File: src/hw/rtl/tsk_pkg.sv
// Shared types, token codes and keyword tables for the token scanner.
`timescale 1ns / 1ps
`default_nettype none

package tsk_pkg;

    // Result kinds and error kinds
    localparam logic KIND_TOKEN  = 1'b0;
    localparam logic KIND_ERROR  = 1'b1;
    localparam logic ERR_ILLEGAL = 1'b0;
    localparam logic ERR_COLON   = 1'b1;

    // Token codes
    localparam logic [4:0] CODE_NONE   = 5'd0;
    localparam logic [4:0] CODE_IDENT  = 5'd10;
    localparam logic [4:0] CODE_NUMBER = 5'd11;
    localparam logic [4:0] CODE_EQ     = 5'd12;
    localparam logic [4:0] CODE_NE     = 5'd13;
    localparam logic [4:0] CODE_LE     = 5'd14;
    localparam logic [4:0] CODE_LT     = 5'd15;
    localparam logic [4:0] CODE_GE     = 5'd16;
    localparam logic [4:0] CODE_GT     = 5'd17;
    localparam logic [4:0] CODE_MINUS  = 5'd18;
    localparam logic [4:0] CODE_STAR   = 5'd19;
    localparam logic [4:0] CODE_ASSIGN = 5'd20;
    localparam logic [4:0] CODE_LPAREN = 5'd21;
    localparam logic [4:0] CODE_RPAREN = 5'd22;
    localparam logic [4:0] CODE_SEMI   = 5'd23;
    localparam logic [4:0] CODE_EOF    = 5'd25;

    // Character codes
    localparam logic [7:0] CH_NEWLINE = 8'd10;
    localparam logic [7:0] CH_SPACE   = 8'd32;
    localparam logic [7:0] CH_LPAREN  = 8'd40;
    localparam logic [7:0] CH_RPAREN  = 8'd41;
    localparam logic [7:0] CH_STAR    = 8'd42;
    localparam logic [7:0] CH_MINUS   = 8'd45;
    localparam logic [7:0] CH_DIGIT_0 = 8'd48;
    localparam logic [7:0] CH_DIGIT_9 = 8'd57;
    localparam logic [7:0] CH_COLON   = 8'd58;
    localparam logic [7:0] CH_SEMI    = 8'd59;
    localparam logic [7:0] CH_LESS    = 8'd60;
    localparam logic [7:0] CH_EQUALS  = 8'd61;
    localparam logic [7:0] CH_GREATER = 8'd62;
    localparam logic [7:0] CH_UPPER_A = 8'd65;
    localparam logic [7:0] CH_UPPER_Z = 8'd90;
    localparam logic [7:0] CH_LOWER_A = 8'd97;
    localparam logic [7:0] CH_LOWER_Z = 8'd122;

    // Keywords: begin end integer if then else function read write
    localparam int KW_COUNT = 9;
    localparam logic [KW_COUNT-1:0] KW_ALL = '1;

    localparam logic [3:0] KW_LEN [KW_COUNT] = '{
        4'd5, 4'd3, 4'd7, 4'd2, 4'd4, 4'd4, 4'd8, 4'd4, 4'd5
    };

    localparam logic [7:0] KW_TEXT [KW_COUNT][8] = '{
        '{"b", "e", "g", "i", "n", 8'd0, 8'd0, 8'd0},
        '{"e", "n", "d", 8'd0, 8'd0, 8'd0, 8'd0, 8'd0},
        '{"i", "n", "t", "e", "g", "e", "r", 8'd0},
        '{"i", "f", 8'd0, 8'd0, 8'd0, 8'd0, 8'd0, 8'd0},
        '{"t", "h", "e", "n", 8'd0, 8'd0, 8'd0, 8'd0},
        '{"e", "l", "s", "e", 8'd0, 8'd0, 8'd0, 8'd0},
        '{"f", "u", "n", "c", "t", "i", "o", "n"},
        '{"r", "e", "a", "d", 8'd0, 8'd0, 8'd0, 8'd0},
        '{"w", "r", "i", "t", "e", 8'd0, 8'd0, 8'd0}
    };

    // One result as it leaves the scanner
    typedef struct packed {
        logic        kind;
        logic [4:0]  code;
        logic [7:0]  length;
        logic [15:0] line;
        logic        err;
    } tsk_result_t;

    // Up to two results caused by one input beat, in order
    typedef struct packed {
        logic        first_v;
        tsk_result_t first;
        logic        second_v;
        tsk_result_t second;
    } tsk_step_t;

    // Output queue entry
    typedef struct packed {
        tsk_result_t res;
        logic        last;
    } tsk_entry_t;

endpackage

`default_nettype wire

File: src/hw/rtl/tsk_scan.sv
// Scanner state registers and the combinational step logic.
`timescale 1ns / 1ps
`default_nettype none

module tsk_scan
    import tsk_pkg::*;
#(
    parameter int MAX_TOKEN_LEN   = 255,
    parameter int LINE_COUNT_BITS = 16
)
(
    input  wire logic       clk,
    input  wire logic       rst_n,
    input  wire logic       step_en,
    input  wire logic       req_type,
    input  wire logic [7:0] char_code,
    output tsk_step_t       step
);

    localparam int LW = $clog2(MAX_TOKEN_LEN + 1);
    localparam logic [LW-1:0] LEN_MAX = LW'(MAX_TOKEN_LEN);
    localparam logic [LINE_COUNT_BITS-1:0] LINE_MAX = '1;

    typedef enum logic [2:0] {
        ST_IDLE,
        ST_IDENT,
        ST_NUM,
        ST_LT,
        ST_GT,
        ST_COLON
    } scan_state_t;

    scan_state_t                st_reg,   st_next;
    logic [LW-1:0]              plen_reg, plen_next;
    logic [KW_COUNT-1:0]        cand_reg, cand_next;
    logic [LINE_COUNT_BITS-1:0] line_reg, line_next;

    // Keep keywords whose character at pos equals c
    function automatic logic [KW_COUNT-1:0] kw_match(input logic [LW-1:0] pos,
                                                   input logic [7:0]    c);
        logic [KW_COUNT-1:0] m;
        m = '0;
        for (int k = 0; k < KW_COUNT; k++)
        begin
            m[k] = (32'(pos) < 32'(KW_LEN[k])) && (KW_TEXT[k][pos[2:0]] == c);
        end
        return m;
    endfunction

    logic        is_letter, is_digit, is_ws, is_pending;
    logic [7:0]  len_rpt;
    logic [15:0] line_rpt;
    logic [4:0]  fin_code;
    logic [LW-1:0] plen_inc;
    tsk_result_t fin_res, col_res, eof_res, start_res;
    logic        start_emit;
    scan_state_t start_st;
    logic [LW-1:0] start_plen;
    logic [KW_COUNT-1:0] start_cand;

    always_comb
    begin
        is_letter = ((char_code >= CH_UPPER_A) && (char_code <= CH_UPPER_Z)) ||
                    ((char_code >= CH_LOWER_A) && (char_code <= CH_LOWER_Z));
        is_digit  = (char_code >= CH_DIGIT_0) && (char_code <= CH_DIGIT_9);
        is_ws     = (char_code == CH_SPACE) || (char_code == CH_NEWLINE);
        is_pending = (st_reg == ST_IDENT) || (st_reg == ST_NUM) ||
                     (st_reg == ST_LT) || (st_reg == ST_GT);

        len_rpt  = (32'(plen_reg) > 32'd255) ? 8'd255 : 8'(plen_reg);
        line_rpt = (32'(line_reg) > 32'd65535) ? 16'hFFFF : 16'(line_reg);
        plen_inc = (plen_reg < LEN_MAX) ? plen_reg + LW'(1) : plen_reg;

        // Code of the pending token; the lowest matching keyword wins
        unique case (st_reg)
            ST_NUM:  fin_code = CODE_NUMBER;
            ST_LT:   fin_code = CODE_LT;
            ST_GT:   fin_code = CODE_GT;
            default: fin_code = CODE_IDENT;
        endcase
        if (st_reg == ST_IDENT)
        begin
            for (int k = KW_COUNT - 1; k >= 0; k--)
            begin
                if (cand_reg[k] && (32'(plen_reg) == 32'(KW_LEN[k])))
                begin
                    fin_code = 5'(k + 1);
                end
            end
        end

        fin_res = '{kind: KIND_TOKEN, code: fin_code, length: len_rpt,
                    line: line_rpt, err: ERR_ILLEGAL};
        col_res = '{kind: KIND_ERROR, code: CODE_NONE, length: 8'd1,
                    line: line_rpt, err: ERR_COLON};
        eof_res = '{kind: KIND_TOKEN, code: CODE_EOF, length: 8'd0,
                    line: line_rpt, err: ERR_ILLEGAL};

        // Scan the character afresh from idle
        start_emit = 1'b0;
        start_res  = '{kind: KIND_TOKEN, code: CODE_NONE, length: 8'd1,
                       line: line_rpt, err: ERR_ILLEGAL};
        start_st   = ST_IDLE;
        start_plen = '0;
        start_cand = KW_ALL;
        if (is_letter)
        begin
            start_st   = ST_IDENT;
            start_plen = LW'(1);
            start_cand = kw_match('0, char_code);
        end
        else if (is_digit)
        begin
            start_st   = ST_NUM;
            start_plen = LW'(1);
        end
        else
        begin
            unique case (char_code)
                CH_EQUALS:  begin start_emit = 1'b1; start_res.code = CODE_EQ;     end
                CH_MINUS:   begin start_emit = 1'b1; start_res.code = CODE_MINUS;  end
                CH_STAR:    begin start_emit = 1'b1; start_res.code = CODE_STAR;   end
                CH_LPAREN:  begin start_emit = 1'b1; start_res.code = CODE_LPAREN; end
                CH_RPAREN:  begin start_emit = 1'b1; start_res.code = CODE_RPAREN; end
                CH_SEMI:    begin start_emit = 1'b1; start_res.code = CODE_SEMI;   end
                CH_LESS:    begin start_st = ST_LT;    start_plen = LW'(1); end
                CH_GREATER: begin start_st = ST_GT;    start_plen = LW'(1); end
                CH_COLON:   begin start_st = ST_COLON; start_plen = LW'(1); end
                default:
                begin
                    start_emit     = 1'b1;
                    start_res.kind = KIND_ERROR;
                end
            endcase
        end

        step.first_v  = 1'b0;
        step.first    = fin_res;
        step.second_v = 1'b0;
        step.second   = start_res;
        st_next       = st_reg;
        plen_next     = plen_reg;
        cand_next     = cand_reg;
        line_next     = line_reg;

        if (step_en)
        begin
            if (req_type)
            begin
                // End of input: flush, report EOF, back to reset state
                step.first_v  = is_pending || (st_reg == ST_COLON);
                step.first    = (st_reg == ST_COLON) ? col_res : fin_res;
                step.second_v = 1'b1;
                step.second   = eof_res;
                st_next       = ST_IDLE;
                plen_next     = '0;
                cand_next     = KW_ALL;
                line_next     = LINE_COUNT_BITS'(1);
            end
            else if (is_ws)
            begin
                step.first_v = is_pending || (st_reg == ST_COLON);
                step.first   = (st_reg == ST_COLON) ? col_res : fin_res;
                st_next      = ST_IDLE;
                plen_next    = '0;
                cand_next    = KW_ALL;
                if ((char_code == CH_NEWLINE) && (line_reg != LINE_MAX))
                begin
                    line_next = line_reg + LINE_COUNT_BITS'(1);
                end
            end
            else
            begin
                // Default path: close the pending token and rescan
                step.first_v  = 1'b1;
                step.second_v = start_emit;
                st_next       = start_st;
                plen_next     = start_plen;
                cand_next     = start_cand;
                unique case (st_reg) inside
                    ST_IDENT:
                    begin
                        if (is_letter || is_digit)
                        begin
                            step.first_v  = 1'b0;
                            step.second_v = 1'b0;
                            st_next       = st_reg;
                            plen_next     = plen_inc;
                            cand_next     = cand_reg & kw_match(plen_reg, char_code);
                        end
                    end
                    ST_NUM:
                    begin
                        if (is_digit)
                        begin
                            step.first_v  = 1'b0;
                            step.second_v = 1'b0;
                            st_next       = st_reg;
                            plen_next     = plen_inc;
                        end
                    end
                    ST_LT, ST_GT, ST_COLON:
                    begin
                        if (st_reg == ST_COLON)
                        begin
                            step.first = col_res;
                        end
                        if ((char_code == CH_EQUALS) ||
                            ((st_reg == ST_LT) && (char_code == CH_GREATER)))
                        begin
                            step.second_v     = 1'b0;
                            step.first.kind   = KIND_TOKEN;
                            step.first.err    = ERR_ILLEGAL;
                            step.first.length = 8'd2;
                            st_next           = ST_IDLE;
                            plen_next         = '0;
                            cand_next         = KW_ALL;
                            if (st_reg == ST_COLON)
                                step.first.code = CODE_ASSIGN;
                            else if (st_reg == ST_GT)
                                step.first.code = CODE_GE;
                            else if (char_code == CH_EQUALS)
                                step.first.code = CODE_LE;
                            else
                                step.first.code = CODE_NE;
                        end
                    end
                    default:
                    begin
                        step.first_v = 1'b0;
                    end
                endcase
            end
        end
    end

    always_ff @(posedge clk or negedge rst_n)
    begin
        if (!rst_n)
        begin
            st_reg   <= ST_IDLE;
            plen_reg <= '0;
            cand_reg <= KW_ALL;
            line_reg <= LINE_COUNT_BITS'(1);
        end
        else
        begin
            st_reg   <= st_next;
            plen_reg <= plen_next;
            cand_reg <= cand_next;
            line_reg <= line_next;
        end
    end

endmodule

`default_nettype wire

File: src/hw/rtl/token_scanner_with_keywords.sv
// Top level of the token scanner: input register, scanner and result queue.
//
//  channel   | group         | contents
//  ----------+---------------+-----------------------------------------------
//  input     | s_tvalid/s_tready | s_tdata: char_code; s_tuser: req_type
//  result    | m_tvalid/m_tready | m_tdata: token_code, token_length,
//            |               |   line_number; m_tuser: item_kind, error_kind;
//            |               |   m_tlast: last result of an input beat
//
// Input beats are scanned one per cycle while the result queue has room: a
// beat lands in the input register, is scanned from there and its results land
// in a two-entry result queue. A beat that causes two results holds the scanner
// while the queue drains; the single result port sets that limit.
// Reset clears the scanner to idle with line one and empties both stages.
// A stalled result port holds the queue and, once the input register is
// full, drops s_tready.
`timescale 1ns / 1ps
`default_nettype none

module token_scanner_with_keywords
    import tsk_pkg::*;
#(
    parameter int MAX_TOKEN_LEN   = 255,
    parameter int LINE_COUNT_BITS = 16
)
(
    input  wire logic        clk,
    input  wire logic        rst_n,
    input  wire logic        s_tvalid,
    output logic             s_tready,
    input  wire logic [7:0]  s_tdata,   // [7:0] char_code
    input  wire logic        s_tuser,   // [0] req_type
    output logic             m_tvalid,
    input  wire logic        m_tready,
    output logic [31:0]      m_tdata,   // [4:0] token_code, [12:5] token_length,
                                        // [28:13] line_number, [31:29] zero
    output logic [1:0]       m_tuser,   // [0] item_kind, [1] error_kind
    output logic             m_tlast
);

    // Input register
    logic       in_valid_reg, in_valid_next;
    logic       in_type_reg;
    logic [7:0] in_char_reg;

    // Result queue, head in entry 0
    tsk_entry_t q0_reg, q0_next;
    tsk_entry_t q1_reg, q1_next;
    logic [1:0] q_count_reg, q_count_next;

    logic      pop, room, fire;
    tsk_step_t step;

    assign m_tvalid = (q_count_reg != 2'd0);
    assign pop      = m_tvalid && m_tready;
    // Scan only when the queue is empty after this cycle's pop
    assign room     = (q_count_reg == 2'd0) || ((q_count_reg == 2'd1) && m_tready);
    assign fire     = in_valid_reg && room;
    assign s_tready = !in_valid_reg || fire;

    tsk_scan #(
        .MAX_TOKEN_LEN   (MAX_TOKEN_LEN),
        .LINE_COUNT_BITS (LINE_COUNT_BITS)
    ) u_scan (
        .clk       (clk),
        .rst_n     (rst_n),
        .step_en   (fire),
        .req_type  (in_type_reg),
        .char_code (in_char_reg),
        .step      (step)
    );

    always_comb
    begin
        in_valid_next = s_tready ? s_tvalid : in_valid_reg;

        q0_next      = q0_reg;
        q1_next      = q1_reg;
        q_count_next = q_count_reg;
        if (fire)
        begin
            // Load this beat's results; mark the final one as last
            q_count_next = {1'b0, step.first_v} + {1'b0, step.second_v};
            q1_next      = '{res: step.second, last: 1'b1};
            if (step.first_v)
                q0_next = '{res: step.first, last: !step.second_v};
            else
                q0_next = '{res: step.second, last: 1'b1};
        end
        else if (pop)
        begin
            // Advance the queue
            q0_next      = q1_reg;
            q_count_next = q_count_reg - 2'd1;
        end
    end

    always_ff @(posedge clk or negedge rst_n)
    begin
        if (!rst_n)
        begin
            in_valid_reg <= 1'b0;
            q_count_reg  <= 2'd0;
        end
        else
        begin
            in_valid_reg <= in_valid_next;
            q_count_reg  <= q_count_next;
        end
    end

    // Payload registers carry no reset
    always_ff @(posedge clk)
    begin
        if (s_tvalid && s_tready)
        begin
            in_type_reg <= s_tuser;
            in_char_reg <= s_tdata;
        end
        q0_reg <= q0_next;
        q1_reg <= q1_next;
    end

    assign m_tdata = {3'b000, q0_reg.res.line, q0_reg.res.length, q0_reg.res.code};
    assign m_tuser = {q0_reg.res.err, q0_reg.res.kind};
    assign m_tlast = q0_reg.last;

endmodule

`default_nettype wire

File: config.mk
export PLATFORM = sky130hd
export DESIGN_NAME = token_scanner_with_keywords
export DESIGN_NICKNAME = d
export VERILOG_FILES = /design/src/hw/rtl/tsk_pkg.sv /design/src/hw/rtl/tsk_scan.sv /design/src/hw/rtl/token_scanner_with_keywords.sv
export SDC_FILE = /design/constraint.sdc
export NUM_CORES = 1
export LEC_CHECK = 0
export BUFFER_PORTS_ARGS = -buffer_cell sky130_fd_sc_hd__clkbuf_2
export CELL_PAD_IN_SITES_DETAIL_PLACEMENT = 0
export CELL_PAD_IN_SITES_GLOBAL_PLACEMENT = 2
export CORE_MARGIN = 2
export CORE_UTILIZATION = 41
export CTS_CLUSTER_SIZE = 8
export DETAILED_ROUTE_END_ITERATION = 16
export GPL_TIMING_DRIVEN = 0
export PLACE_DENSITY_LB_ADDON = 0.25
export SYNTH_ARGS = -nofsm -noshare
export SYNTH_HDL_FRONTEND = slang
export SYNTH_SLANG_ARGS = --single-unit
export TNS_END_PERCENT = 30
File: constraint.sdc
create_clock -name clk -period 4.98 [get_ports clk]
set_input_delay 0 -clock clk [delete_from_list [all_inputs] [get_ports clk]]
set_output_delay 0 -clock clk [all_outputs]
set_load 0.02 [all_outputs]
After elaboration in Yosys (flattened, before gate mapping)
Memory sizes are Yosys's and may differ from the RTL's.
Cells that the tools add are included.

word-level totals
  word-level logic and storage cells = 226
  output and inout port bits = 37
  bits of input ports = 13
  flip-flop bits (word level) = 111
  ROM bits = 576
  memories = 9

memories
  memory           depth  width  read ports  clocked after Yosys merged registers in  wr ports  line            source
  (no name shown)  8      8      1           0                                        0         tsk_scan.sv:45  m[k] = (32'(pos) < 32'(KW_LEN[k])) && (KW_TEXT[k][pos[2:0]] == c);
  (no name shown)  8      8      1           0                                        0         tsk_scan.sv:45
  (no name shown)  8      8      1           0                                        0         tsk_scan.sv:45
  (no name shown)  8      8      1           0                                        0         tsk_scan.sv:45
  (no name shown)  8      8      1           0                                        0         tsk_scan.sv:45
  (no name shown)  8      8      1           0                                        0         tsk_scan.sv:45
  3 more memories  -      -      -           -                                        -         -

cells by class
  reductions and logical operators = 49
  equality and inequality tests = 42
  muxes and demuxes = 87
  bitwise logic cells = 2
  $add $sub $neg = 4
  order comparisons = 14

operators with widths
  cell                                                                count
  two-way mux 8 bit                                                   26
  two-way mux 32 bit                                                  4
  two-way mux 31 bit                                                  3
  == test 8 x 6 -> 1 bit (second input constant)                      10
  == test 8 bit                                                       9
  two-way mux 64 bit                                                  1
  two-way mux 5 bit                                                   12
  == test 7 x 8 -> 1 bit (first input constant)                       7
  two-way mux 16 bit                                                  3
  two-way mux 9 bit                                                   5
  two-way mux 33 bit                                                  1
  one-hot mux 5 bit (6 select lines)                                  1
  logical AND 1 bit                                                   27
  == test 8 x 3 -> 1 bit (second input constant)                      3
  less-than comparator 8 x 3 -> 1 bit (second input constant)         3
  one-hot mux 8 bit (3 select lines)                                  1
  two-way mux 3 bit                                                   7
  one-hot mux 3 bit (3 select lines)                                  2
  one-hot mux 9 bit (2 select lines)                                  1
  adder 16 x 1 -> 16 bit (second input constant)                      1
  == test 8 x 2 -> 1 bit (second input constant)                      2
  == test 8 x 4 -> 1 bit (second input constant)                      2
  greater-or-equal comparator 8 x 7 -> 1 bit (second input constant)  2
  less-or-equal comparator 8 x 7 -> 1 bit (second input constant)     2
  31 further kinds                                                    63

Longest topological paths before layout
  word-level depth = 21
  depth in mapped cells = 11
  mapped depth without buffers = 10

Cells and area by module
Synthesis repeated with hierarchy kept, for this count alone.

unflattened totals
  cell total of the unflattened synthesis = 757
  area, all modules = 7141.8 µm²

by module, submodules not included
  module                       area each (µm²)  times used  cells each  seq. area each (µm²)
  tsk_scan                     4010.1           1           551         913.4
  token_scanner_with_keywords  3131.8           1           206         2237.1

Worst setup path after synthesis
Ideal clock, no wire load.

  path kind = register to register
  start = reg q_count_reg[0]
  end = reg q1_reg[10] (netlist bit), enable pin
  data required time = 4584 ps
  data arrival time = 2077 ps
  buffers on the path = 2
  cell stages (with the launch flop) = 8
  path slack = 2507 ps
  setup time = 396 ps
  period minus slack after synthesis = 2473 ps
  path through = dfrtp_1 > inv_1 > ha_1 > a21o_1 > nand2_2 > inv_1 > clkbuf_1 > clkbuf_1

on the way
  word-level cells in the longest chain between the ends = 4
  elaborated cells between the ends (all ways) = 5
  classes of those cells = 1 x eq/ne; 4 x reduce/logical

ends and longest elaborated chain
  what                    line                                source
  start, declared         token_scanner_with_keywords.sv:49   logic [1:0] q_count_reg, q_count_next;
  start signal, assigned  token_scanner_with_keywords.sv:108  q_count_reg <= q_count_next;
  == test 2 x 1 -> 1 bit  token_scanner_with_keywords.sv:57   assign room = (q_count_reg == 2'd0) || ((q_count_reg == 2'd1) && m_tready);
  logical AND 1 bit       token_scanner_with_keywords.sv:57
  logical OR 1 bit (*)    token_scanner_with_keywords.sv:57
  logical AND 1 bit (*)   token_scanner_with_keywords.sv:58   assign fire = in_valid_reg && room;
  net fire                token_scanner_with_keywords.sv:51   logic pop, room, fire;
  end signal, assigned    token_scanner_with_keywords.sv:121  q1_reg <= q1_next;
  end, declared           token_scanner_with_keywords.sv:48   tsk_entry_t q1_reg, q1_next;

The timed path passes the listed nets; every way through them passes the cells marked *.
A chain may end at the register's enable or synchronous reset.

==> results.md <==
- Outcome: finished, final reports clean
- Grt total ovfl: 0
- Slew @ Worst Pin: 1080 ps
- Sequential fraction of design power: 0.367
- Hold endpoint: in_valid_reg$_DFFE_PN0N_
- Hold Path Class: primary input to flip-flop
- Layout area overhead: 14.3%
- Hold path depth: 4
- Clock Skews: 6.38 ps
- Setup TNS: 0 ps
- Via/cell ratio: 5.80
- Core region area: 15300 um2
- Maximum clock rate: 302 MHz
- Syn Area/Cell: 9.34 um2
- WL per Instance: 20.5 um
- RSZ-0062 raised after global routing: no
- Worst slew margin: 0.282
- Lkg Pwr: 2.86 nW
- Pwr per Cell Area: 508 nW/um2
- CTS tree: done
- Max clock buf depth: 2
- Crit Path Max Fanout: 10
- Via count: 5657
- Final Net Count: 787
- Worst Path Required: 5090 ps
- Post_cts resized: 0
- Share of layout cells above drive strength 1: 0.162
- Arrival time worst endpoint: 3420 ps
- Setup CP Type: flip-flop to flip-flop
- Antenna Cells: 0
- Remaining DRCs: 0
- Maxcap violations: 0
- Max FFs per register: 29
- Ports: 50
- Worst r2r dst: m_tdata[3]$_DFFE_PP_
- Nature of the critical path endpoint: flip-flop
- HP Start: m_tready
- Worst flop-to-flop path startpoint: u_scan.len_rpt[1]$_DFFE_PN0P_
- Clk Latency, worst-skew pair: 360 ps
- Total CTS buffers: 9
- Clock Power Share: 0.196
- Die ar.: 16700 um2
- Clock-pin slew on the worst setup and hold paths: 80 ps
- RePlAce Congestion: 0.933
- Switching Share: 0.432
- Ys async rst share: 0.379
- Hold Vio Cnt, Final: 0
- Buffers on Ports: 46
- Seq/Total Area, Yosys: 0.452
- Initial antenna violation count: 0
- Die width: 129 um
- Setup violators final: 0
- Tmin final: 3310 ps
- Critical path launch point type: flip-flop
- Final worst path period share: 0.665
- First-pass iteration count of the detailed router: 7
- Internal cell power: 0.00212 W
- Initial Utilization: 0.422
- Synthesized area: 6440 um2
- Peak supply drop: 317 uV
- Number of global-route vias before repair: 5372
- P_sw: 0.00162 W
- Die height: 129 um
- Main synth FF type: edfxtp_1
- First DRT Iteration DRCs: 636
- Post-synth EDFFs: 64
- Post-synthesis register bit count: 103
- Reg2reg path depth: 10
- Detail Route Antenna Nets: 0
- Combinational group share of total power: 0.437
- Slew Viols, Final: 0
- Distinct cells, synth: 83
- Final wirelength: 20.0 mm
- Clock sink total: 103
- Reg2Reg Setup Slack: 1670 ps
- Post-Syn Instances: 690
- Ys Warns: 0
- GRT Resource Usage Total: 0.252
- CTS Root Cell: clkbuf_16
- Hpwl dp: 14.5 mm
- # rows: 45
- Fin util: 0.483
- Largest net degree at the start of global routing: 40
- First-pass GRT wire length: 31.7 mm
- H-tree levels: 3
## through the flow
| step | worst slack [ps] | std cells | hold WS (ps) | total power, W | area, um2 |
|---|---|---|---|---|---|
| 6_report | 1670 | 976 | 24.4 | 0.00374 | 7360 |
| 5_1_grt | 1460 | 976 | 64.9 | 0.00397 | 7360 |
| 3_3_place_gp | 1620 | 949 | 177 | 0.00299 | 6950 |
| 4_1_cts | 1750 | 976 | 23.4 | 0.00375 | 7360 |
| 3_5_place_dp | 1780 | 949 | 179 | 0.00300 | 6950 |
| 2_1_floorplan | 2510 | 692 | -296 | 0.00247 | 6450 |
## critical path, cell delays in order (launching register included)
cell,delay (ps)
dfrtp_1,470
clkbuf_1,350
inv_1,380
ha_1,230
clkbuf_1,450
a22oi_1,170
o21ai_0,280
a21oi_1,120
a21oi_1,230
nor3_1,70
a221o_1,290
## cells in the mapped netlist (4+ instances only)
cell | n | area [um2]
clkbuf_1 | 21 | 78.8
nor4_1 | 11 | 68.8
nand2_1 | 95 | 357
nand2b_1 | 12 | 75.1
o211ai_1 | 5 | 37.5
dfstp_2 | 10 | 263
buf_6 | 4 | 45.0
and2_1 | 5 | 31.3
and3_1 | 10 | 62.6
or2_2 | 4 | 25.0
o21ai_0 | 34 | 170
a22oi_1 | 5 | 37.5
a31oi_1 | 18 | 113
o22a_1 | 8 | 70.1
edfxtp_1 | 64 | 1920
nor2b_1 | 8 | 50.1
ha_1 | 14 | 175
a22o_1 | 6 | 52.6
dfrtp_1 | 29 | 726
nor2_1 | 50 | 188
inv_1 | 16 | 60.1
nand3_1 | 26 | 130
a21oi_1 | 34 | 170
nor3b_1 | 5 | 37.5
nor3_1 | 31 | 155
buf_4 | 7 | 52.6
xor2_1 | 10 | 87.6
buf_1 | 4 | 15.0
buf_2 | 14 | 70.1
nor4b_1 | 5 | 43.8
nand4_1 | 10 | 62.6
xnor2_1 | 29 | 254
## power by group through the flow
stage          combinational [W]  sequential, W  clock (W)
6_report                 0.00164        0.00137   0.000734
5_1_grt                  0.00179        0.00140   0.000777
4_1_cts                  0.00163        0.00137   0.000748
3_5_place_dp             0.00161        0.00139          0
3_3_place_gp             0.00161        0.00138          0
2_1_floorplan           0.000972        0.00149          0
## timing repair
item                      CTS  global route
setup buffers               0             0
hold endpoints to repair   39             0
hold buffers               11             0
## final cells by class
class	instances	area [um2]
plain buffers	51	268
clock buffers	9	225
clock inverters	7	81.3
fillers	1441	7890
inverters	18	67.6
multi-input cells	520	3210
flip-flops and latches	103	2910
well taps	211	264
repair buffers	57	340
## metal layers
layer / routed length [um] / vias up / part of all wire / global-route usage
li1: - / 2667 / - / -
met4: 335 / 0 / 0.017 / 0.0723
met2: 8590 / 246 / 0.43 / 0.368
met1: 9680 / 2718 / 0.48 / 0.383
met5: 0 / - / 0 / 0
met3: 1400 / 26 / 0.070 / 0.0400
## cell usage in the layout (no fill, tap or decap), types with 4 or more instances in the layout
| cell | count |
|---|---|
| a21oi_1 | 34 |
| a22o_1 | 6 |
| a22oi_1 | 5 |
| a31oi_1 | 18 |
| and2_1 | 5 |
| and3_1 | 10 |
| buf_1 | 4 |
| buf_2 | 14 |
| buf_4 | 7 |
| buf_6 | 4 |
| clkbuf_1 | 20 |
| clkbuf_16 | 9 |
| clkbuf_2 | 48 |
| dfrtp_1 | 29 |
| dfstp_2 | 10 |
| dlygate4sd3_1 | 11 |
| edfxtp_1 | 64 |
| ha_1 | 14 |
| inv_1 | 16 |
| nand2_1 | 95 |
| nand2b_1 | 12 |
| nand3_1 | 26 |
| nand4_1 | 10 |
| nor2_1 | 50 |
| nor2b_1 | 8 |
| nor3_1 | 31 |
| nor3b_1 | 5 |
| nor4_1 | 11 |
| nor4b_1 | 5 |
| o211ai_1 | 5 |
| o21ai_0 | 34 |
| o22a_1 | 8 |
| or2_2 | 4 |
| xnor2_1 | 29 |
| xor2_1 | 10 |
## how the worst max path moves through the flow
stage                                  start                            end  slack (ps)  depth (start not counted)
2_1_floorplan     q_count_reg[0]$_DFFE_PN0P_           q1_reg[10]$_DFFE_PP_        2510                          7
3_3_place_gp      q_count_reg[0]$_DFFE_PN0P_  u_scan.len_rpt[2]$_DFFE_PN0P_        1620                          8
3_5_place_dp   u_scan.len_rpt[1]$_DFFE_PN0P_           m_tdata[3]$_DFFE_PP_        1780                         10
4_1_cts        u_scan.len_rpt[1]$_DFFE_PN0P_           m_tdata[3]$_DFFE_PP_        1750                         10
5_1_grt        u_scan.len_rpt[1]$_DFFE_PN0P_           m_tdata[3]$_DFFE_PP_        1460                         10
6_report       u_scan.len_rpt[1]$_DFFE_PN0P_           m_tdata[3]$_DFFE_PP_        1670                         10
## cells by family after synthesis
family | Yosys count | synth area share
DFF | 103 | 0.452
xor gates and xnor gates | 39 | 0.0530
AOI/OAI and AO/OA | 162 | 0.176
and+or+nand+nor | 298 | 0.233
adders and majority gates | 14 | 0.0272
buffers and inverters | 69 | 0.0518
other | 1 | 0.000582
muxes | 4 | 0.00660
(Power assumes the default switching activity.)
